**config.mk**
```make
export PLATFORM = sky130hd
export DESIGN_NAME = cw_iambic_straight_keyer
export DESIGN_NICKNAME = d
export VERILOG_FILES = /design/src/rtl/cwk_pkg.sv /design/src/rtl/cwk_cfg.sv /design/src/rtl/cwk_debounce.sv /design/src/rtl/cwk_keyer.sv /design/src/rtl/cw_iambic_straight_keyer.sv
export SDC_FILE = /design/constraint.sdc
export NUM_CORES = 1
export LEC_CHECK = 0
export ABC_AREA = 1
export BUFFER_PORTS_ARGS = -buffer_cell sky130_fd_sc_hd__buf_2
export CORE_MARGIN = 5
export CORE_UTILIZATION = 55
export DETAILED_ROUTE_END_ITERATION = 8
export GPL_TIMING_DRIVEN = 1
export PLACE_DENSITY = 0.72
export SLEW_MARGIN = 10
export SYNTH_ARGS = -nofsm -noshare
export SYNTH_HDL_FRONTEND = slang
export SYNTH_SLANG_ARGS = --single-unit
```
**constraint.sdc**
```tcl
create_clock -name clk -period 17.5 [get_ports clk]
set_clock_uncertainty 0.2 [all_clocks]
set_input_delay 1.75 -clock clk [delete_from_list [all_inputs] [get_ports clk]]
set_output_delay 1.75 -clock clk [all_outputs]
set_load 0.01 [all_outputs]
```
**src/rtl/cwk_pkg.sv**
```systemverilog
// Shared types, codes and the speed table of the CW keyer.
// Used by cwk_cfg, cwk_keyer and the top level in rtl/; depends on nothing.
package cwk_pkg;

  // Configuration register indexes.
  localparam logic [2:0] REG_PADDLE_MODE = 3'd0;
  localparam logic [2:0] REG_WPM         = 3'd1;
  localparam logic [2:0] REG_CLASS_MULT  = 3'd2;
  localparam logic [2:0] REG_SWAP        = 3'd3;
  localparam logic [2:0] REG_DEBOUNCE    = 3'd4;

  localparam logic [5:0] WPM_MIN = 6'd5;
  localparam logic [5:0] WPM_MAX = 6'd60;
  localparam logic [5:0] WPM_RST = 6'd20;
  localparam logic [7:0] DIT_RST = 8'd60;
  localparam logic [7:0] MULT_RST = 8'd32;
  localparam logic [7:0] DEBOUNCE_RST = 8'd5;

  // Event codes on the result stream.
  localparam logic [1:0] EV_NONE  = 2'd0;
  localparam logic [1:0] EV_START = 2'd1;
  localparam logic [1:0] EV_DONE  = 2'd2;

  // Key state codes on the result stream.
  localparam logic [1:0] KS_IDLE = 2'd0;
  localparam logic [1:0] KS_DIT  = 2'd1;
  localparam logic [1:0] KS_DAH  = 2'd2;

  typedef enum logic [1:0] {
    PH_IDLE  = 2'd0,
    PH_SEND  = 2'd1,
    PH_SPACE = 2'd2
  } phase_t;

  typedef enum logic [1:0] {
    EL_NONE = 2'd0,
    EL_DIT  = 2'd1,
    EL_DAH  = 2'd2
  } elem_t;

  typedef struct packed {
    logic        paddle_mode;
    logic        paddle_swap;
    logic [7:0]  settle_ms;
    logic [7:0]  dit_len;
    logic [11:0] threshold;
  } cfg_t;

  typedef struct packed {
    logic        ring_pressed;
    logic        tip_pressed;
    logic [1:0]  key_state;
    logic [11:0] threshold_ms;
    logic [31:0] element_ms;
    logic        element_is_dah;
    logic [1:0]  event_code;
    logic        transmit_on;
  } res_t;

  // Dit length in ms for a speed already clamped to 5..60 (1200 / wpm, truncated).
  function automatic logic [7:0] dit_len_lut(input logic [5:0] wpm);
    logic [7:0] d;
    case (wpm)
      6'd5:  d = 8'd240;
      6'd6:  d = 8'd200;
      6'd7:  d = 8'd171;
      6'd8:  d = 8'd150;
      6'd9:  d = 8'd133;
      6'd10: d = 8'd120;
      6'd11: d = 8'd109;
      6'd12: d = 8'd100;
      6'd13: d = 8'd92;
      6'd14: d = 8'd85;
      6'd15: d = 8'd80;
      6'd16: d = 8'd75;
      6'd17: d = 8'd70;
      6'd18: d = 8'd66;
      6'd19: d = 8'd63;
      6'd20: d = 8'd60;
      6'd21: d = 8'd57;
      6'd22: d = 8'd54;
      6'd23: d = 8'd52;
      6'd24: d = 8'd50;
      6'd25: d = 8'd48;
      6'd26: d = 8'd46;
      6'd27: d = 8'd44;
      6'd28: d = 8'd42;
      6'd29: d = 8'd41;
      6'd30: d = 8'd40;
      6'd31: d = 8'd38;
      6'd32: d = 8'd37;
      6'd33: d = 8'd36;
      6'd34: d = 8'd35;
      6'd35: d = 8'd34;
      6'd36: d = 8'd33;
      6'd37: d = 8'd32;
      6'd38: d = 8'd31;
      6'd39: d = 8'd30;
      6'd40: d = 8'd30;
      6'd41: d = 8'd29;
      6'd42: d = 8'd28;
      6'd43: d = 8'd27;
      6'd44: d = 8'd27;
      6'd45: d = 8'd26;
      6'd46: d = 8'd26;
      6'd47: d = 8'd25;
      6'd48: d = 8'd25;
      6'd49: d = 8'd24;
      6'd50: d = 8'd24;
      6'd51: d = 8'd23;
      6'd52: d = 8'd23;
      6'd53: d = 8'd22;
      6'd54: d = 8'd22;
      6'd55: d = 8'd21;
      6'd56: d = 8'd21;
      6'd57: d = 8'd21;
      6'd58: d = 8'd20;
      6'd59: d = 8'd20;
      6'd60: d = 8'd20;
      default: d = DIT_RST;
    endcase
    return d;
  endfunction

endpackage

```
**src/rtl/cwk_cfg.sv**
```systemverilog
// Configuration registers of the CW keyer, with dit length and threshold kept precomputed.
// Depends on cwk_pkg.
module cwk_cfg (
  input  logic                clk,
  input  logic                rst,
  input  logic                wr_en,
  input  logic [2:0]          wr_index,
  input  logic [7:0]          wr_data,
  output cwk_pkg::cfg_t       cfg,
  output logic                keyer_clear
);

  logic       paddle_mode;
  logic       paddle_swap;
  logic [7:0] settle_ms;
  logic [7:0] dit_len;
  logic [7:0] class_mult;
  logic [11:0] threshold;
  logic [5:0] wpm_clamped;
  logic [7:0] dit_new;
  logic [15:0] thr_wpm;
  logic [15:0] thr_mult;

  always_comb begin
    wpm_clamped = wr_data[5:0];
    if (wr_data[5:0] < cwk_pkg::WPM_MIN) begin
      wpm_clamped = cwk_pkg::WPM_MIN;
    end else if (wr_data[5:0] > cwk_pkg::WPM_MAX) begin
      wpm_clamped = cwk_pkg::WPM_MAX;
    end
    dit_new  = cwk_pkg::dit_len_lut(wpm_clamped);
    thr_wpm  = {8'd0, dit_new} * {8'd0, class_mult};
    thr_mult = {8'd0, dit_len} * {8'd0, wr_data};
  end

  always_ff @(posedge clk) begin
    if (rst) begin
      paddle_mode <= 1'b0;
      paddle_swap <= 1'b0;
      settle_ms   <= cwk_pkg::DEBOUNCE_RST;
      dit_len     <= cwk_pkg::DIT_RST;
      class_mult  <= cwk_pkg::MULT_RST;
      threshold   <= 12'(({8'd0, cwk_pkg::DIT_RST} * {8'd0, cwk_pkg::MULT_RST}) >> 4);
    end else if (wr_en) begin
      unique case (wr_index)
        cwk_pkg::REG_PADDLE_MODE: paddle_mode <= wr_data[0];
        cwk_pkg::REG_WPM: begin
          dit_len   <= dit_new;
          threshold <= thr_wpm[15:4];
        end
        cwk_pkg::REG_CLASS_MULT: begin
          class_mult <= wr_data;
          threshold  <= thr_mult[15:4];
        end
        cwk_pkg::REG_SWAP:     paddle_swap <= wr_data[0];
        cwk_pkg::REG_DEBOUNCE: settle_ms <= wr_data;
        default: ;
      endcase
    end
  end

  assign keyer_clear = wr_en && (wr_index == cwk_pkg::REG_PADDLE_MODE);

  assign cfg.paddle_mode = paddle_mode;
  assign cfg.paddle_swap = paddle_swap;
  assign cfg.settle_ms   = settle_ms;
  assign cfg.dit_len     = dit_len;
  assign cfg.threshold   = threshold;

endmodule

```
**src/rtl/cwk_debounce.sv**
```systemverilog
// Time-based debouncer for one active-low contact.
// Depends on nothing but its ports; the pressed output reflects this tick's update.
module cwk_debounce #(
  parameter int TIME_WIDTH = 32
) (
  input  logic                  clk,
  input  logic                  rst,
  input  logic                  tick,
  input  logic                  raw,
  input  logic [TIME_WIDTH-1:0] now,
  input  logic [7:0]            settle_ms,
  output logic                  pressed
);

  logic                  stable, stable_next;
  logic                  last_raw, last_raw_next;
  logic [TIME_WIDTH-1:0] change_time, change_time_next;
  logic [TIME_WIDTH-1:0] held;

  always_comb begin
    last_raw_next    = last_raw;
    change_time_next = change_time;
    if (raw != last_raw) begin
      last_raw_next    = raw;
      change_time_next = now;
    end
    held        = now - change_time_next;
    stable_next = (held >= TIME_WIDTH'(settle_ms)) ? last_raw_next : stable;
  end

  always_ff @(posedge clk) begin
    if (rst) begin
      stable      <= 1'b1;
      last_raw    <= 1'b1;
      change_time <= '0;
    end else if (tick) begin
      stable      <= stable_next;
      last_raw    <= last_raw_next;
      change_time <= change_time_next;
    end
  end

  assign pressed = !stable_next;

endmodule

```
**src/rtl/cwk_keyer.sv**
```systemverilog
// Straight-key timer and iambic paddle state machine, one tick per call.
// Depends on cwk_pkg; takes debounced contacts and produces one result per tick.
module cwk_keyer #(
  parameter int TIME_WIDTH = 32
) (
  input  logic                  clk,
  input  logic                  rst,
  input  logic                  tick,
  input  logic                  clear,
  input  logic [TIME_WIDTH-1:0] now,
  input  logic                  tip,
  input  logic                  ring,
  input  cwk_pkg::cfg_t         cfg,
  output cwk_pkg::res_t         res
);

  cwk_pkg::phase_t       phase, phase_next;
  cwk_pkg::elem_t        elem, elem_next;
  cwk_pkg::elem_t        start_el;
  logic [TIME_WIDTH-1:0] phase_start, phase_start_next;
  logic [TIME_WIDTH-1:0] key_down, key_down_next;
  logic [9:0]            elem_len, elem_len_next;
  logic                  dit_mem, dit_mem_next;
  logic                  dah_mem, dah_mem_next;
  logic                  tx, tx_next;

  logic                  dit, dah;
  logic                  in_send, in_space, in_idle;
  logic                  dit_mem_upd, dah_mem_upd;
  logic [TIME_WIDTH-1:0] phase_diff, key_diff, key_diff_next;
  logic                  send_end, space_end, start_go, go_idle;
  logic                  straight_start, straight_end;
  logic [TIME_WIDTH-1:0] thr_w;

  // Decisions shared by the next-state and the output logic.
  always_comb begin
    dit      = cfg.paddle_swap ? ring : tip;
    dah      = cfg.paddle_swap ? tip : ring;
    in_send  = (phase == cwk_pkg::PH_SEND);
    in_space = (phase == cwk_pkg::PH_SPACE);
    in_idle  = !in_send && !in_space;
    thr_w    = TIME_WIDTH'(cfg.threshold);

    dit_mem_upd = dit_mem || ((in_send || in_space) && elem == cwk_pkg::EL_DAH && dit);
    dah_mem_upd = dah_mem || ((in_send || in_space) && elem == cwk_pkg::EL_DIT && dah);

    phase_diff = now - phase_start;
    key_diff   = now - key_down;
    send_end   = in_send && (phase_diff >= TIME_WIDTH'(elem_len));
    space_end  = in_space && (phase_diff >= TIME_WIDTH'(cfg.dit_len));

    start_go = 1'b0;
    go_idle  = 1'b0;
    start_el = cwk_pkg::EL_DIT;
    if (space_end) begin
      start_go = 1'b1;
      if (dah_mem_upd) begin
        start_el = cwk_pkg::EL_DAH;
      end else if (dit_mem_upd) begin
        start_el = cwk_pkg::EL_DIT;
      end else if (dit && dah) begin
        // Squeeze: alternate against the element just sent.
        start_el = (elem == cwk_pkg::EL_DIT) ? cwk_pkg::EL_DAH : cwk_pkg::EL_DIT;
      end else if (dit) begin
        start_el = cwk_pkg::EL_DIT;
      end else if (dah) begin
        start_el = cwk_pkg::EL_DAH;
      end else begin
        start_go = 1'b0;
        go_idle  = 1'b1;
      end
    end else if (in_idle) begin
      start_go = dit || dah;
      start_el = dit ? cwk_pkg::EL_DIT : cwk_pkg::EL_DAH;
    end

    straight_start = tip && !tx;
    straight_end   = !tip && tx;
  end

  // Next state.
  always_comb begin
    phase_next       = phase;
    elem_next        = elem;
    phase_start_next = phase_start;
    key_down_next    = key_down;
    elem_len_next    = elem_len;
    dit_mem_next     = dit_mem;
    dah_mem_next     = dah_mem;
    tx_next          = tx;
    if (!cfg.paddle_mode) begin
      if (straight_start) begin
        key_down_next = now;
        tx_next       = 1'b1;
      end else if (straight_end) begin
        tx_next = 1'b0;
      end
    end else begin
      dit_mem_next = dit_mem_upd;
      dah_mem_next = dah_mem_upd;
      if (in_idle) begin
        phase_next = cwk_pkg::PH_IDLE;
      end
      if (send_end) begin
        tx_next          = 1'b0;
        phase_next       = cwk_pkg::PH_SPACE;
        phase_start_next = now;
      end
      if (space_end && dah_mem_upd) begin
        dah_mem_next = 1'b0;
      end else if (space_end && dit_mem_upd) begin
        dit_mem_next = 1'b0;
      end
      if (go_idle) begin
        phase_next = cwk_pkg::PH_IDLE;
        elem_next  = cwk_pkg::EL_NONE;
      end
      if (start_go) begin
        elem_next        = start_el;
        elem_len_next    = (start_el == cwk_pkg::EL_DAH) ?
                           ({1'b0, cfg.dit_len, 1'b0} + {2'b00, cfg.dit_len}) :
                           {2'b00, cfg.dit_len};
        phase_next       = cwk_pkg::PH_SEND;
        phase_start_next = now;
        tx_next          = 1'b1;
      end
    end
  end

  // Result of this tick.
  always_comb begin
    key_diff_next      = now - key_down_next;
    res.transmit_on    = tx_next;
    res.event_code     = cwk_pkg::EV_NONE;
    res.element_is_dah = 1'b0;
    res.element_ms     = '0;
    res.threshold_ms   = cfg.threshold;
    res.tip_pressed    = tip;
    res.ring_pressed   = ring;
    res.key_state      = cwk_pkg::KS_IDLE;
    if (!cfg.paddle_mode) begin
      if (straight_start) begin
        res.event_code = cwk_pkg::EV_START;
      end else if (straight_end) begin
        res.event_code     = cwk_pkg::EV_DONE;
        res.element_ms     = 32'(key_diff);
        res.element_is_dah = (key_diff >= thr_w);
      end
      if (tx_next) begin
        res.key_state = (key_diff_next < thr_w) ? cwk_pkg::KS_DIT : cwk_pkg::KS_DAH;
      end
    end else begin
      if (send_end) begin
        res.event_code     = cwk_pkg::EV_DONE;
        res.element_ms     = 32'(phase_diff);
        res.element_is_dah = (elem == cwk_pkg::EL_DAH);
      end
      if (start_go) begin
        res.event_code = cwk_pkg::EV_START;
      end
      if (tx_next) begin
        res.key_state = (elem_next == cwk_pkg::EL_DAH) ? cwk_pkg::KS_DAH : cwk_pkg::KS_DIT;
      end
    end
  end

  always_ff @(posedge clk) begin
    if (rst) begin
      phase       <= cwk_pkg::PH_IDLE;
      elem        <= cwk_pkg::EL_NONE;
      phase_start <= '0;
      key_down    <= '0;
      elem_len    <= '0;
      dit_mem     <= 1'b0;
      dah_mem     <= 1'b0;
      tx          <= 1'b0;
    end else if (clear) begin
      phase   <= cwk_pkg::PH_IDLE;
      elem    <= cwk_pkg::EL_NONE;
      dit_mem <= 1'b0;
      dah_mem <= 1'b0;
      tx      <= 1'b0;
    end else if (tick) begin
      phase       <= phase_next;
      elem        <= elem_next;
      phase_start <= phase_start_next;
      key_down    <= key_down_next;
      elem_len    <= elem_len_next;
      dit_mem     <= dit_mem_next;
      dah_mem     <= dah_mem_next;
      tx          <= tx_next;
    end
  end

endmodule

```
**src/rtl/cw_iambic_straight_keyer.sv**
```systemverilog
// Top level of the CW keyer: input register, debouncers, keyer logic and result register.
// Depends on cwk_pkg, cwk_cfg, cwk_debounce and cwk_keyer.
//
//   channel   direction  handshake             payload
//   s_*       in         s_tvalid / s_tready   one tick: time and raw contact levels
//   m_*       out        m_tvalid / m_tready   one result per tick
//   cfg_*     in         cfg_valid / cfg_ready register index and write data
//
// Each tick is held in the input register and then in the result register; one tick per
// cycle is sustained while the result side does not stall.
// The single path of debounce compare and keyer decision lies between the two registers.
// rst is synchronous and returns registers and keyer state to their defaults.
// When the result register is stalled, a tick waits in the input register and s_tready falls.
module cw_iambic_straight_keyer #(
  parameter int TIME_WIDTH = 32
) (
  input  logic        clk,
  input  logic        rst,
  input  logic        s_tvalid,
  output logic        s_tready,
  input  logic [39:0] s_tdata,   // now_ms[31:0], tip_level[32], ring_level[33], zero pad
  output logic        m_tvalid,
  input  logic        m_tready,
  output logic [55:0] m_tdata,   // transmit_on[0], event_code[2:1], element_is_dah[3],
                                 // element_ms[35:4], threshold_ms[47:36], key_state[49:48],
                                 // tip_pressed[50], ring_pressed[51], zero pad
  input  logic        cfg_valid,
  output logic        cfg_ready,
  input  logic [2:0]  cfg_index,
  input  logic [7:0]  cfg_data
);

  logic                  in_valid;
  logic [TIME_WIDTH-1:0] in_now;
  logic                  in_tip;
  logic                  in_ring;
  logic                  fire;
  logic                  tip_pressed, ring_pressed;
  logic                  keyer_clear;
  cwk_pkg::cfg_t         cfg;
  cwk_pkg::res_t         res, out_res;

  assign cfg_ready = 1'b1;
  assign fire      = in_valid && (!m_tvalid || m_tready);
  assign s_tready  = !in_valid || fire;

  always_ff @(posedge clk) begin
    if (rst) begin
      in_valid <= 1'b0;
    end else if (s_tvalid && s_tready) begin
      in_valid <= 1'b1;
    end else if (fire) begin
      in_valid <= 1'b0;
    end
  end

  always_ff @(posedge clk) begin
    if (s_tvalid && s_tready) begin
      in_now  <= TIME_WIDTH'(s_tdata[31:0]);
      in_tip  <= s_tdata[32];
      in_ring <= s_tdata[33];
    end
  end

  cwk_cfg u_cfg (
    .clk         (clk),
    .rst         (rst),
    .wr_en       (cfg_valid && cfg_ready),
    .wr_index    (cfg_index),
    .wr_data     (cfg_data),
    .cfg         (cfg),
    .keyer_clear (keyer_clear)
  );

  cwk_debounce #(.TIME_WIDTH(TIME_WIDTH)) u_tip_db (
    .clk       (clk),
    .rst       (rst),
    .tick      (fire),
    .raw       (in_tip),
    .now       (in_now),
    .settle_ms (cfg.settle_ms),
    .pressed   (tip_pressed)
  );

  cwk_debounce #(.TIME_WIDTH(TIME_WIDTH)) u_ring_db (
    .clk       (clk),
    .rst       (rst),
    .tick      (fire),
    .raw       (in_ring),
    .now       (in_now),
    .settle_ms (cfg.settle_ms),
    .pressed   (ring_pressed)
  );

  cwk_keyer #(.TIME_WIDTH(TIME_WIDTH)) u_keyer (
    .clk   (clk),
    .rst   (rst),
    .tick  (fire),
    .clear (keyer_clear),
    .now   (in_now),
    .tip   (tip_pressed),
    .ring  (ring_pressed),
    .cfg   (cfg),
    .res   (res)
  );

  always_ff @(posedge clk) begin
    if (rst) begin
      m_tvalid <= 1'b0;
    end else if (fire) begin
      m_tvalid <= 1'b1;
    end else if (m_tready) begin
      m_tvalid <= 1'b0;
    end
  end

  always_ff @(posedge clk) begin
    if (fire) begin
      out_res <= res;
    end
  end

  assign m_tdata = {4'd0, out_res};

  // A started element always leaves the key line down.
  a_start_keys: assert property (@(posedge clk) disable iff (rst)
    m_tvalid && out_res.event_code == cwk_pkg::EV_START |-> out_res.transmit_on)
    else $error("element started without key line active");

  // A completed element always releases the key line.
  a_done_releases: assert property (@(posedge clk) disable iff (rst)
    m_tvalid && out_res.event_code == cwk_pkg::EV_DONE |-> !out_res.transmit_on)
    else $error("element completed with key line still active");

  // Key state reports idle exactly when the key line is up.
  a_state_matches_tx: assert property (@(posedge clk) disable iff (rst)
    m_tvalid |-> ((out_res.key_state == cwk_pkg::KS_IDLE) == !out_res.transmit_on))
    else $error("key state disagrees with key line");

  // The input side only stalls behind a held tick and a stalled result.
  a_stall_cause: assert property (@(posedge clk) disable iff (rst)
    !s_tready |-> in_valid && m_tvalid && !m_tready)
    else $error("input stalled without a stalled result");

endmodule

```
; ---- After elaboration in Yosys (flattened, before gate mapping)
; Memory sizes are Yosys's and may differ from the RTL's.
; Cells that the tools add are included.
[word_totals]
reg_bits = 275
romBits = 512
inputBits = 56
output_inout_bits = 59
wordCells = 177
memories = 1
[mem_list]
columns = name, depth, width, rd, rd_clocked_by_memory_dff, wr, line
row1 = (no name shown), 64, 8, 1, 0, 0, cwk_pkg.sv:63  ; case (wpm)
[classes]
addsub = 6
multipliers = 2
magnitude_cmp = 8
n_eq_ne = 12
n_mux = 68
bitwise_logic = 1
n_reduce_logical = 46
[ops]
columns = op, count
row1 = 2-to-1 mux 32 bit, 6
row2 = subtractor 32 bit, 5
row3 = 2-to-1 mux 35 bit, 3
row4 = greater-or-equal comparator 32 x 8 -> 1 bit, 3
row5 = 2-to-1 mux 2 bit, 23
row6 = 2-to-1 mux 33 bit, 1
row7 = greater-or-equal comparator 32 x 10 -> 1 bit, 1
row8 = greater-or-equal comparator 32 x 12 -> 1 bit, 1
row9 = < comparator 32 x 12 -> 1 bit, 1
row10 = multiplier 8 x 8 -> 16 bit, 2
row11 = 2-to-1 mux 1 bit, 31
row12 = one-hot mux 12 bit (2 select lines), 1
row13 = AND reduction 2 bit, 8
row14 = logical AND 1 bit, 15
row15 = 2-to-1 mux 6 bit, 2
row16 = adder 9 x 8 -> 10 bit, 1
row17 = 2-to-1 mux 10 bit, 1
row18 = == test 2 bit (second input constant), 4
row19 = AND reduction 4 bit, 2
row20 = nonzero test 2 bit, 4
row21 = logical NOT 1 bit, 7
row22 = == test 3 x 2 -> 1 bit (second input constant), 2
row23 = > comparator 6 bit (second input constant), 1
row24 = logical OR 1 bit, 6
row25 = 10 further kinds, 12

; ---- Logic depth before layout (Yosys ltp)
; Gate-level depths: netlist of the first run.
[depth]
ltp_word = 20
ltp_mapped = 58
depth_no_buf = 55

; ---- Cells and area by module
; A second synthesis of the first run with hierarchy kept.
[unflattened]
cells_unflattened = 4428
area_unflattened_um2 = 29325.6
[modules_own_cells]
columns = module, instances, cells_per_inst, area_each_um2, seq_area_each_um2
row1 = cwk_keyer, 1, 1949, 11581.1, 1621.6
row2 = cwk_debounce, 2, 745, 4374.2, 680.7
row3 = cwk_cfg, 1, 884, 6277.3, 760.7
row4 = cw_iambic_straight_keyer, 1, 105, 2718.9, 2622.5

; ---- Least setup slack after synthesis of the first run
; OpenSTA, ideal clock, no wires.
[synth_path]
path_kind = in2reg
startpoint = in cfg_data[5]
endpoint = reg u_cfg.threshold[11]
setup_time_ps = 116
arrival_ps = 7641
required_ps = 17184
path_slack_ps = 9542
cell_stages = 41
path_buffers = 1
path_cell_list = buf_2 -> nor2_1 -> nand3_1 -> nand3_1 -> inv_1 -> ha_1 -> inv_1 -> nor2_1 -> nor2_1 -> o21ai_0 -> nand3_1 -> nand2_1 -> inv_1 -> nand2_1 -> inv_1 -> nand2_1 -> fa_1 -> fa_1 -> (+5 left out) -> o31ai_1 -> and2_1 -> nor2_1 -> o21ai_0 -> and2_1 -> nor2_1 -> o21ai_0 -> and2_1 -> o21ai_0 -> nand2_1 -> a21oi_1 -> nor2_1 -> nor2_1 -> xor2_1 -> nand2_1 -> nand3_1 -> o211ai_1 -> inv_1
[synth_between]
elab_chain_len = 6
word_cells_on_any_way = 8
cone_classes = mul: 2 / order compare: 2 / mux: 3 / memory: 1
[synth_rtl]
columns = item, line
row1 = start: declaration, cw_iambic_straight_keyer.sv:30  ; input logic [7:0] cfg_data
row2 = > comparator 6 bit, cwk_cfg.sv:28  ; end else if (wr_data[5:0] > cwk_pkg::WPM_MAX) begin
row3 = 2-to-1 mux 6 bit, cwk_cfg.sv:28
row4 = 2-to-1 mux 6 bit, cwk_cfg.sv:26  ; if (wr_data[5:0] < cwk_pkg::WPM_MIN) begin
row5 = memory read (64 x 8 bit), --
row6 = multiplier 8 x 8 -> 16 bit, cwk_cfg.sv:32  ; thr_wpm = {8'd0, dit_new} * {8'd0, class_mult};
row7 = one-hot mux 12 bit (2 select lines) *, cwk_cfg.sv:45  ; unique case (wr_index)
row8 = end signal: assignment, cwk_cfg.sv:43  ; threshold <= 12'(({8'd0, cwk_pkg::DIT_RST} * {8'd0, cwk_pkg::MULT_RST}) >> 4);
row9 = end signal: assignment, cwk_cfg.sv:49  ; threshold <= thr_wpm[15:4];
row10 = end signal: assignment, cwk_cfg.sv:53  ; threshold <= thr_mult[15:4];
row11 = end: declaration, cwk_cfg.sv:18  ; logic [11:0] threshold;
; Mark *: on every way between the ends. The rest lies on a longest branch, timed or not.
; A chain may end at the register's enable or synchronous reset.

==> results by group, run 1 <==
Clocking
  • Hold Buf Count CTS: 0
  • Setup bufs post-CTS: 0
  • CTS Buf Count: 35
  • Root Driver: clkbuf_16
  • Clock transition at path regs: 0.06 ns
  • Depth of the CTS H-tree: 2
  • Clk_lat worst skew: 0.56 ns
  • Resized cells post-CTS: 0
  • Clock buffer depth: 3
  • TritonCTS Sinks: 275
  • TritonCTS clock tree: built

Global routing
  • Initial antenna violation count: 2
  • Number of global-route vias before repair: 22,771
  • Total grt overflow: 0
  • First-pass GRT wire length: 121 mm
  • Total GRT Usage: 0.280
  • Largest net degree at the start of global routing: 104

Synthesis
  • Seq/Total Area, Yosys: 0.242
  • Post-synth EDFFs: 86
  • Ys Warns: 0
  • Dominant synthesized flop cell: dfxtp_1
  • Post-Syn Area per Cell: 7.01 um2
  • Mapped cell area: 26,300 um2
  • Async set-reset flop share out of synthesis: 0
  • Post-synth cell types: 59
  • Post-Syn Instances: 3,754
  • Seq cells post-synth: 275

Floorplan
  • Die area: 52,300 um2
  • Die Y: 229 um
  • Std-Cell Rows: 80
  • Die width: 229 um
  • Core region area: 47,500 um2
  • Initial core utilization: 0.554
  • I/O pin count: 115

Power and ir drop
  • Worst vdd rail ir drop: 73.7 uV
  • Sw frac: 0.393
  • NetSw: 0.975 mW
  • Internal power: 1.50 mW
  • Pwr dens: 86.8 nW/um2
  • Comb pwr share: 0.403
  • P_leak: 13.7 nW
  • Reg power frac: 0.292
  • Clk pwr share: 0.305

Finish
  • P&R area growth vs syn: 8.44%
  • Design Area, Final: 28,600 um2
  • Share of cells above drive strength 1: 0.0709
  • Multi-input logic area: 17,200 um2
  • Fill count: 4,579
  • Flip-flop and latch area: 6370 um2
  • Nets: 4,231
  • Post-layout util: 0.601

Critical path
  • Crit path kind: reg -> reg
  • Crit Path Max Fanout: 70
  • Critical path endpoint category: register
  • Startpoint Class: register
  • CP top delay family: simple AND/OR/NAND/NOR gates
  • Worst Path Required: 17.61 ns
  • Worst EP arrival: 9.67 ns
  • CP most frequent cell: nand2_1
  • Peak per-stage delay on the critical path: 0.63 ns
  • Worst path buffer plus inverter count: 5
  • CP max-delay cell: buf_4

STA
  • Unrepaired setup endpoints after global routing: no
  • Fin crit period: 9.55 ns
  • Max Freq: 105 MHz
  • Final Hold Viols: 0
  • Worst Tran Pin Value: 1.18 ns
  • Max Slew Vio Count: 0
  • Sum of negative setup slack: 0 ns
  • Worst slew margin: 0.215
  • Final Cycle Share: 0.546
  • Setup violators final: 0

Drt
  • Drt pass-1 iters: 5
  • WL final: 75.8 mm
  • Antenna-violating nets left: 0
  • WL/cell: 17.0 um
  • Routed vias: 24,790
  • DRT iter0 DRCs: 1,952
  • # DRC: 0
  • Routed vias/inst: 5.57

Place
  • Port bufs: 103
  • Placed cell area: 27,400 um2
  • Post-DP HPWL: 59.4 mm
  • RePlAce Congestion: 0.966

Run
  • Max-cap violations: 0

Hold path
  • Hold Path Class: reg -> reg

Run status
  • Run status: complete, no violations
[metal layers]
| layer | share of wire | track usage |
|---|---|---|
| met3 | 0.063 | 0.0352 |
| met5 | 0 | 0 |
| met1 | 0.45 | 0.383 |
| met2 | 0.46 | 0.467 |
| met4 | 0.032 | 0.0848 |
[path summary, 6_finish.rpt]
| path | start | end | slack, ns | cells past startpoint |
|---|---|---|---|---|
| max | in_tip$_DFFE_PP_ | m_tdata[49]$_DFFE_PP_ | 7.95 | 51 |
| min | u_cfg.threshold[5]$_SDFFE_PP1P_ | m_tdata[41]$_DFFE_PP_ | 0.23 | 0 |
| max reg2reg | in_tip$_DFFE_PP_ | m_tdata[49]$_DFFE_PP_ | 7.95 | 51 |
| min reg2reg | u_cfg.threshold[5]$_SDFFE_PP1P_ | m_tdata[41]$_DFFE_PP_ | 0.23 | 0 |
[worst reg2reg max path: cells and delay by family, from the launching register on]
family | cells | cell delay, ns
AND/OR/NAND/NOR | 30 | 3.58
AO/OA/AOI/OAI | 8 | 1.90
adder cells (fa/ha/maj) | 6 | 1.68
XOR/XNOR | 2 | 0.33
buffers and inverters | 5 | 1.25
flip-flops | 1 | 0.39
[power by group through the flow]
stage                     registers (mW)  clock network [mW]  logic, mW
after floorplan                    0.729                   0      0.756
after global placement             0.736                   0      0.975
after detailed placement           0.737                   0      0.983
after CTS                          0.724               0.770      0.991
after global routing               0.727               0.798       1.14
final                              0.724               0.755       1.00
[sequential cells by signal (all words and copies together), names as in the netlist, 2 cells and up]
register               cells
u_keyer.phase              2
u_keyer.elem               2
u_cfg.dit_len              8
u_keyer.elem_len          10
m_tdata                   52
in_now                    32
u_keyer.key_down          32
u_tip_db.change_time      32
u_cfg.settle_ms            8
u_cfg.class_mult           8
u_cfg.threshold           12
u_ring_db.change_time     32
u_keyer.phase_start       32
[kinds of logic (layout without fill, tap and decap cells)]
logic type,count (synthesis),in the layout,share of synthesized area
AND/OR/NAND/NOR,1420,1420,0.227
AO/OA/AOI/OAI,822,822,0.178
buffers and inverters,715,796,0.104
adder cells (fa/ha/maj),364,364,0.195
flip-flops,275,275,0.242
XOR/XNOR,119,119,0.0396
multiplexers,37,37,0.0141
other,2,6,0.000285
[stage by stage]
stage / power [mW] / cells / setup WS [ns] / hold WS, ns
CTS: 2.48 / 4453 / 7.98 / 0.233
global route: 2.66 / 4454 / 7.17 / 0.246
finish: 2.48 / 4454 / 7.95 / 0.233
global placement: 1.71 / 4389 / 8.11 / 0.212
floorplan: 1.49 / 3757 / 9.54 / 0.208
detailed placement: 1.72 / 4389 / 8.01 / 0.219
[layout make-up]
| class | instances | share of cell area |
|---|---|---|
| multi-input cells | 2767 | 0.604 |
| flip-flops and latches | 275 | 0.223 |
| inverters | 606 | 0.0799 |
| clock buffers | 44 | 0.0337 |
| well taps | 615 | 0.0270 |
| repair buffers | 126 | 0.0242 |
| clock inverters | 20 | 0.00828 |
| diodes | 1 | 0.0000876 |
[Yosys cell counts, drive strengths merged (10+ instances only)]
cell type | n | area, um2
nand3b | 11 | 82.6
nand4 | 40 | 250
nor3 | 30 | 150
clkbuf | 82 | 308
o211ai | 15 | 113
o22ai | 13 | 81.3
nand3 | 181 | 976
fa | 77 | 1540
o21ai | 276 | 1400
a21oi | 341 | 1730
nor2 | 367 | 1420
a21o | 14 | 105
o21bai | 14 | 105
xnor2 | 42 | 368
mux2i | 37 | 370
ha | 287 | 3590
inv | 604 | 2270
a211oi | 90 | 676
o21a | 10 | 75.1
buf | 27 | 156
dfxtp | 189 | 3780
xor2 | 77 | 674
nand2 | 767 | 2960
edfxtp | 86 | 2580
[cells in the final DEF, fill, tap and decap left out, types with 24 or more instances in the layout]
| cell | Yosys | layout |
|---|---|---|
| mux2i_1 | 37 | 37 |
| dfxtp_1 | 189 | 189 |
| edfxtp_1 | 86 | 86 |
| nor2_1 | 356 | 356 |
| inv_1 | 592 | 590 |
| o21ai_0 | 258 | 258 |
| fa_1 | 77 | 77 |
| nand2_2 | 25 | 25 |
| nand2_1 | 740 | 740 |
| buf_4 | 6 | 24 |
| buf_2 | 8 | 102 |
| nand4_1 | 40 | 40 |
| nor3_1 | 30 | 30 |
| nand3_1 | 167 | 166 |
| xnor2_1 | 42 | 42 |
| xor2_1 | 77 | 77 |
| ha_1 | 287 | 285 |
| a211oi_1 | 90 | 90 |
| a21oi_1 | 335 | 335 |
| clkbuf_16 | 0 | 36 |
Note: power is estimated with default switching activity, not from simulation.
==> inputs of run 2 (changes only) <==
clock period = 8.92 ns   (was 17.5 ns; I/O delays follow)
==> results by group, run 2 (same netlist as run 1, synthesis figures left out) <==
Critical path
  • Reg2reg end: m_tdata[49]$_DFFE_PP_
  • Critical Path Sink: m_tdata[49]$_DFFE_PP_
  • R2R Path Start: in_tip$_DFFE_PP_
  • Worst Path Required: 9.04 ns
  • Startpoint Class: register
  • R2R Setup Slk: 0.69 ns
  • Critical Path Source: in_tip$_DFFE_PP_
  • Worst EP arrival: 8.35 ns
  • Critical path endpoint category: register
  • Crit Path Max Fanout: 9
  • Crit path kind: reg -> reg
  • CP most frequent cell: nand2_1
  • R2R cell count: 52
  • CP max-delay cell: fa_1
  • Peak per-stage delay on the critical path: 0.45 ns

Drt
  • WL met2: 34.9 mm
  • WL/cell: 17.1 um
  • Drt pass-1 iters: 6
  • Antenna-violating nets left: 0
  • DRT iter0 DRCs: 1,935
  • Routed vias/inst: 5.58
  • Met3 WL: 4.62 mm
  • Routed vias: 24,921
  • DR top layer: met4
  • Wire length on met1: 34.4 mm
  • # DRC: 0
  • WL final: 76.2 mm

Place
  • DP Cell Count: 4,399
  • Pre-CTS setup slack: 0.645 ns
  • RePlAce Congestion: 0.977
  • Port bufs: 103
  • Post-DP HPWL: 59.7 mm
  • Placed cell area: 27,400 um2

Floorplan
  • Die Y: 229 um
  • Die width: 229 um
  • Std-Cell Rows: 80
  • Core region area: 47,500 um2
  • Die area: 52,300 um2
  • Initial core utilization: 0.554
  • I/O pin count: 115

Clocking
  • Clock buffer depth: 3
  • Clock transition at path regs: 0.06 ns
  • Setup bufs post-CTS: 0
  • TritonCTS Sinks: 275
  • Root Driver: clkbuf_16
  • Depth of the CTS H-tree: 2
  • TritonCTS clock tree: built
  • Clk_lat worst skew: 0.56 ns
  • CTS Buf Count: 35

STA
  • Unrepaired setup endpoints after global routing: no
  • Max Slew Vio Count: 0
  • Final Worst Setup Slack: 0.693 ns
  • Fin crit period: 8.23 ns
  • Final Cycle Share: 0.922
  • Final Hold Viols: 0
  • Setup violators final: 0
  • Worst slew margin: 0.280
  • Worst Tran Pin Value: 1.08 ns
  • Max Freq: 122 MHz
  • Sum of negative setup slack: 0 ns
  • Worst hold slack: 0.226 ns

Power and ir drop
  • Sw frac: 0.391
  • Internal power: 2.98 mW
  • Clk pwr share: 0.306
  • P_leak: 13.8 nW
  • NetSw: 1.91 mW
  • Worst vdd rail ir drop: 134 uV
  • Pwr dens: 171 nW/um2
  • Comb pwr share: 0.405
  • Post-layout power: 4.89 mW
  • Reg power frac: 0.289

Finish
  • Antenna Cells: 0
  • Share of cells above drive strength 1: 0.0733
  • Max reg flops: 52
  • Post-layout util: 0.603
  • Nets: 4,241
  • Non-Filler Instances: 4,463
  • Design Area, Final: 28,700 um2
  • Commonest cells after routing, fill and taps aside: nand2_1, inv_1, nor2_1
  • Commonest non-fill, non-tap cell in the layout: nand2_1
  • P&R area growth vs syn: 8.82%

Global routing
  • First-pass GRT wire length: 121 mm
  • Largest net degree at the start of global routing: 96
  • Total grt overflow: 0
  • Number of global-route vias before repair: 22,582
  • Initial antenna violation count: 0
  • Total GRT Usage: 0.281

Run status
  • Run status: complete, no violations

Run
  • Max-cap violations: 0

Hold path
  • Hold Path Class: reg -> reg
## run 2: cell count changes in the layout (fill, tap and decap cells not counted), sizes merged
cell / previous run / this run
inv: 605 / 606
clkinvlp: 6 / 3
buf: 126 / 136
clkbuf: 44 / 45
diode: 1 / 0
clkinv: 11 / 12
## run 2: metal layers
| layer | vias to the layer above | GRT usage |
|---|---|---|
| met5 | - | 0 |
| met4 | 0 | 0.0806 |
| met3 | 134 | 0.0297 |
| met2 | 734 | 0.466 |
| met1 | 11491 | 0.391 |
| li1 | 12562 | - |
## run 2: worst min-delay path by stage
stage | depth (start not counted) | start | end
floorplan | 0 | u_cfg.threshold[1]$_SDFFE_PP0P_ | m_tdata[37]$_DFFE_PP_
global placement | 0 | u_cfg.threshold[3]$_SDFFE_PP1P_ | m_tdata[39]$_DFFE_PP_
detailed placement | 0 | u_cfg.threshold[5]$_SDFFE_PP1P_ | m_tdata[41]$_DFFE_PP_
CTS | 0 | u_cfg.threshold[5]$_SDFFE_PP1P_ | m_tdata[41]$_DFFE_PP_
global route | 0 | u_cfg.threshold[5]$_SDFFE_PP1P_ | m_tdata[41]$_DFFE_PP_
finish | 0 | u_cfg.threshold[5]$_SDFFE_PP1P_ | m_tdata[41]$_DFFE_PP_
## run 2: layout make-up
class	instances	area, um2
Fill cell	4515	18900
Multi-Input combinational cell	2767	17200
Sequential cell	275	6370
Inverter	606	2280
Clock buffer	45	997
Timing Repair Buffer	136	773
Tap cell	615	769
Clock inverter	19	219
## run 2: what timing repair did
| item | CTS | global route |
|---|---|---|
| setup endpoints to repair | 0 | 2 |
| resized for setup | 0 | 3 |
| hold buffers | 0 | 0 |
## run 2: power groups by stage
stage	registers (mW)	clock network, mW	logic [mW]
floorplan	1.43	0	1.48
global placement	1.44	0	1.92
detailed placement	1.44	0	1.94
CTS	1.41	1.52	1.96
global route	1.42	1.57	2.24
finish	1.41	1.50	1.98
## run 2: worst max-delay path, delay by kind of cell, from the launching register on
kind,cells,cell delay (ns)
xor gates and xnor gates,2,0.36
AOI/OAI and AO/OA,8,1.61
buffers and inverters,4,0.47
DFF,1,0.40
adders and majority gates,6,1.70
and+or+nand+nor,32,3.25
==> inputs of run 3 (changes only) <==
PLACE_DENSITY = 0.69   (was 0.72)
==> results by group, run 3 (same netlist as run 1, synthesis figures left out) <==
Place
  • DP Cell Count: 4,406
  • RePlAce Congestion: 0.995
  • Pre-CTS setup slack: 0.619 ns
  • Port bufs: 103
  • Post-DP HPWL: 60.8 mm

Floorplan
  • Die area: 52,300 um2
  • Initial core utilization: 0.554
  • Std-Cell Rows: 80
  • Core region area: 47,500 um2
  • Die width: 229 um
  • I/O pin count: 115
  • Die Y: 229 um

Critical path
  • CP most frequent cell: nand2_1
  • Startpoint Class: register
  • Worst EP arrival: 8.20 ns
  • Crit path kind: reg -> reg
  • CP max-delay cell: buf_4
  • Worst Path Required: 9.02 ns
  • Peak per-stage delay on the critical path: 0.48 ns
  • Critical path endpoint category: register
  • Crit Path Max Fanout: 39

STA
  • Unrepaired setup endpoints after global routing: no
  • Worst hold slack: 0.249 ns
  • Worst slew margin: 0.329
  • Worst Tran Pin Value: 1.00 ns
  • Fin crit period: 8.10 ns
  • Sum of negative setup slack: 0 ns
  • Max Freq: 123 MHz
  • Setup violators final: 0
  • Final Worst Setup Slack: 0.820 ns
  • Final Hold Viols: 0
  • Final Cycle Share: 0.908
  • Max Slew Vio Count: 0

Clocking
  • Clock transition at path regs: 0.06 ns
  • Root Driver: clkbuf_16
  • CTS Buf Count: 34
  • Setup bufs post-CTS: 0
  • Hold Buf Count CTS: 0
  • TritonCTS Sinks: 275
  • Depth of the CTS H-tree: 2
  • Clk_lat worst skew: 0.57 ns
  • TritonCTS clock tree: built
  • Resized cells post-CTS: 0
  • Clock buffer depth: 3

Finish
  • Max reg flops: 52
  • Non-Filler Instances: 4,467
  • Flip-flop and latch area: 6370 um2
  • Antenna Cells: 0
  • Commonest cells after routing, fill and taps aside: nand2_1, inv_1, nor2_1
  • Fill count: 4,577
  • Commonest non-fill, non-tap cell in the layout: nand2_1
  • Multi-input logic area: 17,300 um2
  • Share of cells above drive strength 1: 0.0745
  • Post-layout util: 0.602
  • P&R area growth vs syn: 8.63%
  • Nets: 4,247

Drt
  • WL/cell: 17.2 um
  • Drt pass-1 iters: 9
  • Routed vias/inst: 5.54
  • DRT iter0 DRCs: 1,807
  • # DRC: 0
  • WL final: 76.8 mm
  • Antenna-violating nets left: 0
  • Routed vias: 24,762

Global routing
  • Total GRT Usage: 0.285
  • Initial antenna violation count: 0
  • First-pass GRT wire length: 122 mm
  • Number of global-route vias before repair: 22,809
  • Total grt overflow: 0
  • Largest net degree at the start of global routing: 74

Power and ir drop
  • Pwr dens: 168 nW/um2
  • P_leak: 13.8 nW
  • Worst vdd rail ir drop: 129 uV

Run
  • Max-cap violations: 0

Hold path
  • Hold Path Class: reg -> reg

Run status
  • Run status: complete, no violations
==> run 3: power breakdown <==
part | total (mW) | internal, mW | switching (mW)
clock | 1.40 | 0.804 | 0.595
combinational | 1.99 | 0.713 | 1.28
sequential | 1.41 | 1.36 | 0.0519
==> run 3: final timing paths <==
| check | endpoint | start | cells past startpoint | slack [ns] |
|---|---|---|---|---|
| hold reg to reg | m_tdata[39]$_DFFE_PP_ | u_cfg.threshold[3]$_SDFFE_PP1P_ | 0 | 0.25 |
| hold / removal | m_tdata[39]$_DFFE_PP_ | u_cfg.threshold[3]$_SDFFE_PP1P_ | 0 | 0.25 |
| setup / recovery | m_tdata[49]$_DFFE_PP_ | in_tip$_DFFE_PP_ | 43 | 0.82 |
| setup reg to reg | m_tdata[49]$_DFFE_PP_ | in_tip$_DFFE_PP_ | 43 | 0.82 |
==> run 3: stage by stage <==
step	cell area, um2	power (mW)
6_report	28600	4.80
5_1_grt	28600	5.15
3_3_place_gp	27500	3.36
3_5_place_dp	27500	3.39
2_1_floorplan	26300	2.91
4_1_cts	28600	4.79
==> run 3: per-layer routing <==
layer / global-route usage / vias up / routed length [um]
met5: 0 / - / 0
met4: 0.0891 / 0 / 2700
met3: 0.0378 / 145 / 4510
met2: 0.467 / 733 / 34400
met1: 0.395 / 11320 / 35200
li1: - / 12564 / -
==> run 3: cell type report <==
| class | instances | area share |
|---|---|---|
| multi-input cells | 2767 | 0.603 |
| inverters | 606 | 0.0797 |
| well taps | 615 | 0.0269 |
| flip-flops and latches | 275 | 0.223 |
| clock inverters | 24 | 0.00814 |
| clock buffers | 37 | 0.0305 |
| repair buffers | 143 | 0.0288 |
==> run 3: critical path, delay by kind of cell (launching register included) <==
kind | cells | cell delay (ns)
AND/OR/NAND/NOR | 26 | 2.77
AO/OA/AOI/OAI | 8 | 1.77
adder cells (fa/ha/maj) | 4 | 1.48
buffers and inverters | 3 | 0.71
flip-flops | 1 | 0.41
multiplexers | 1 | 0.32
XOR/XNOR | 1 | 0.16
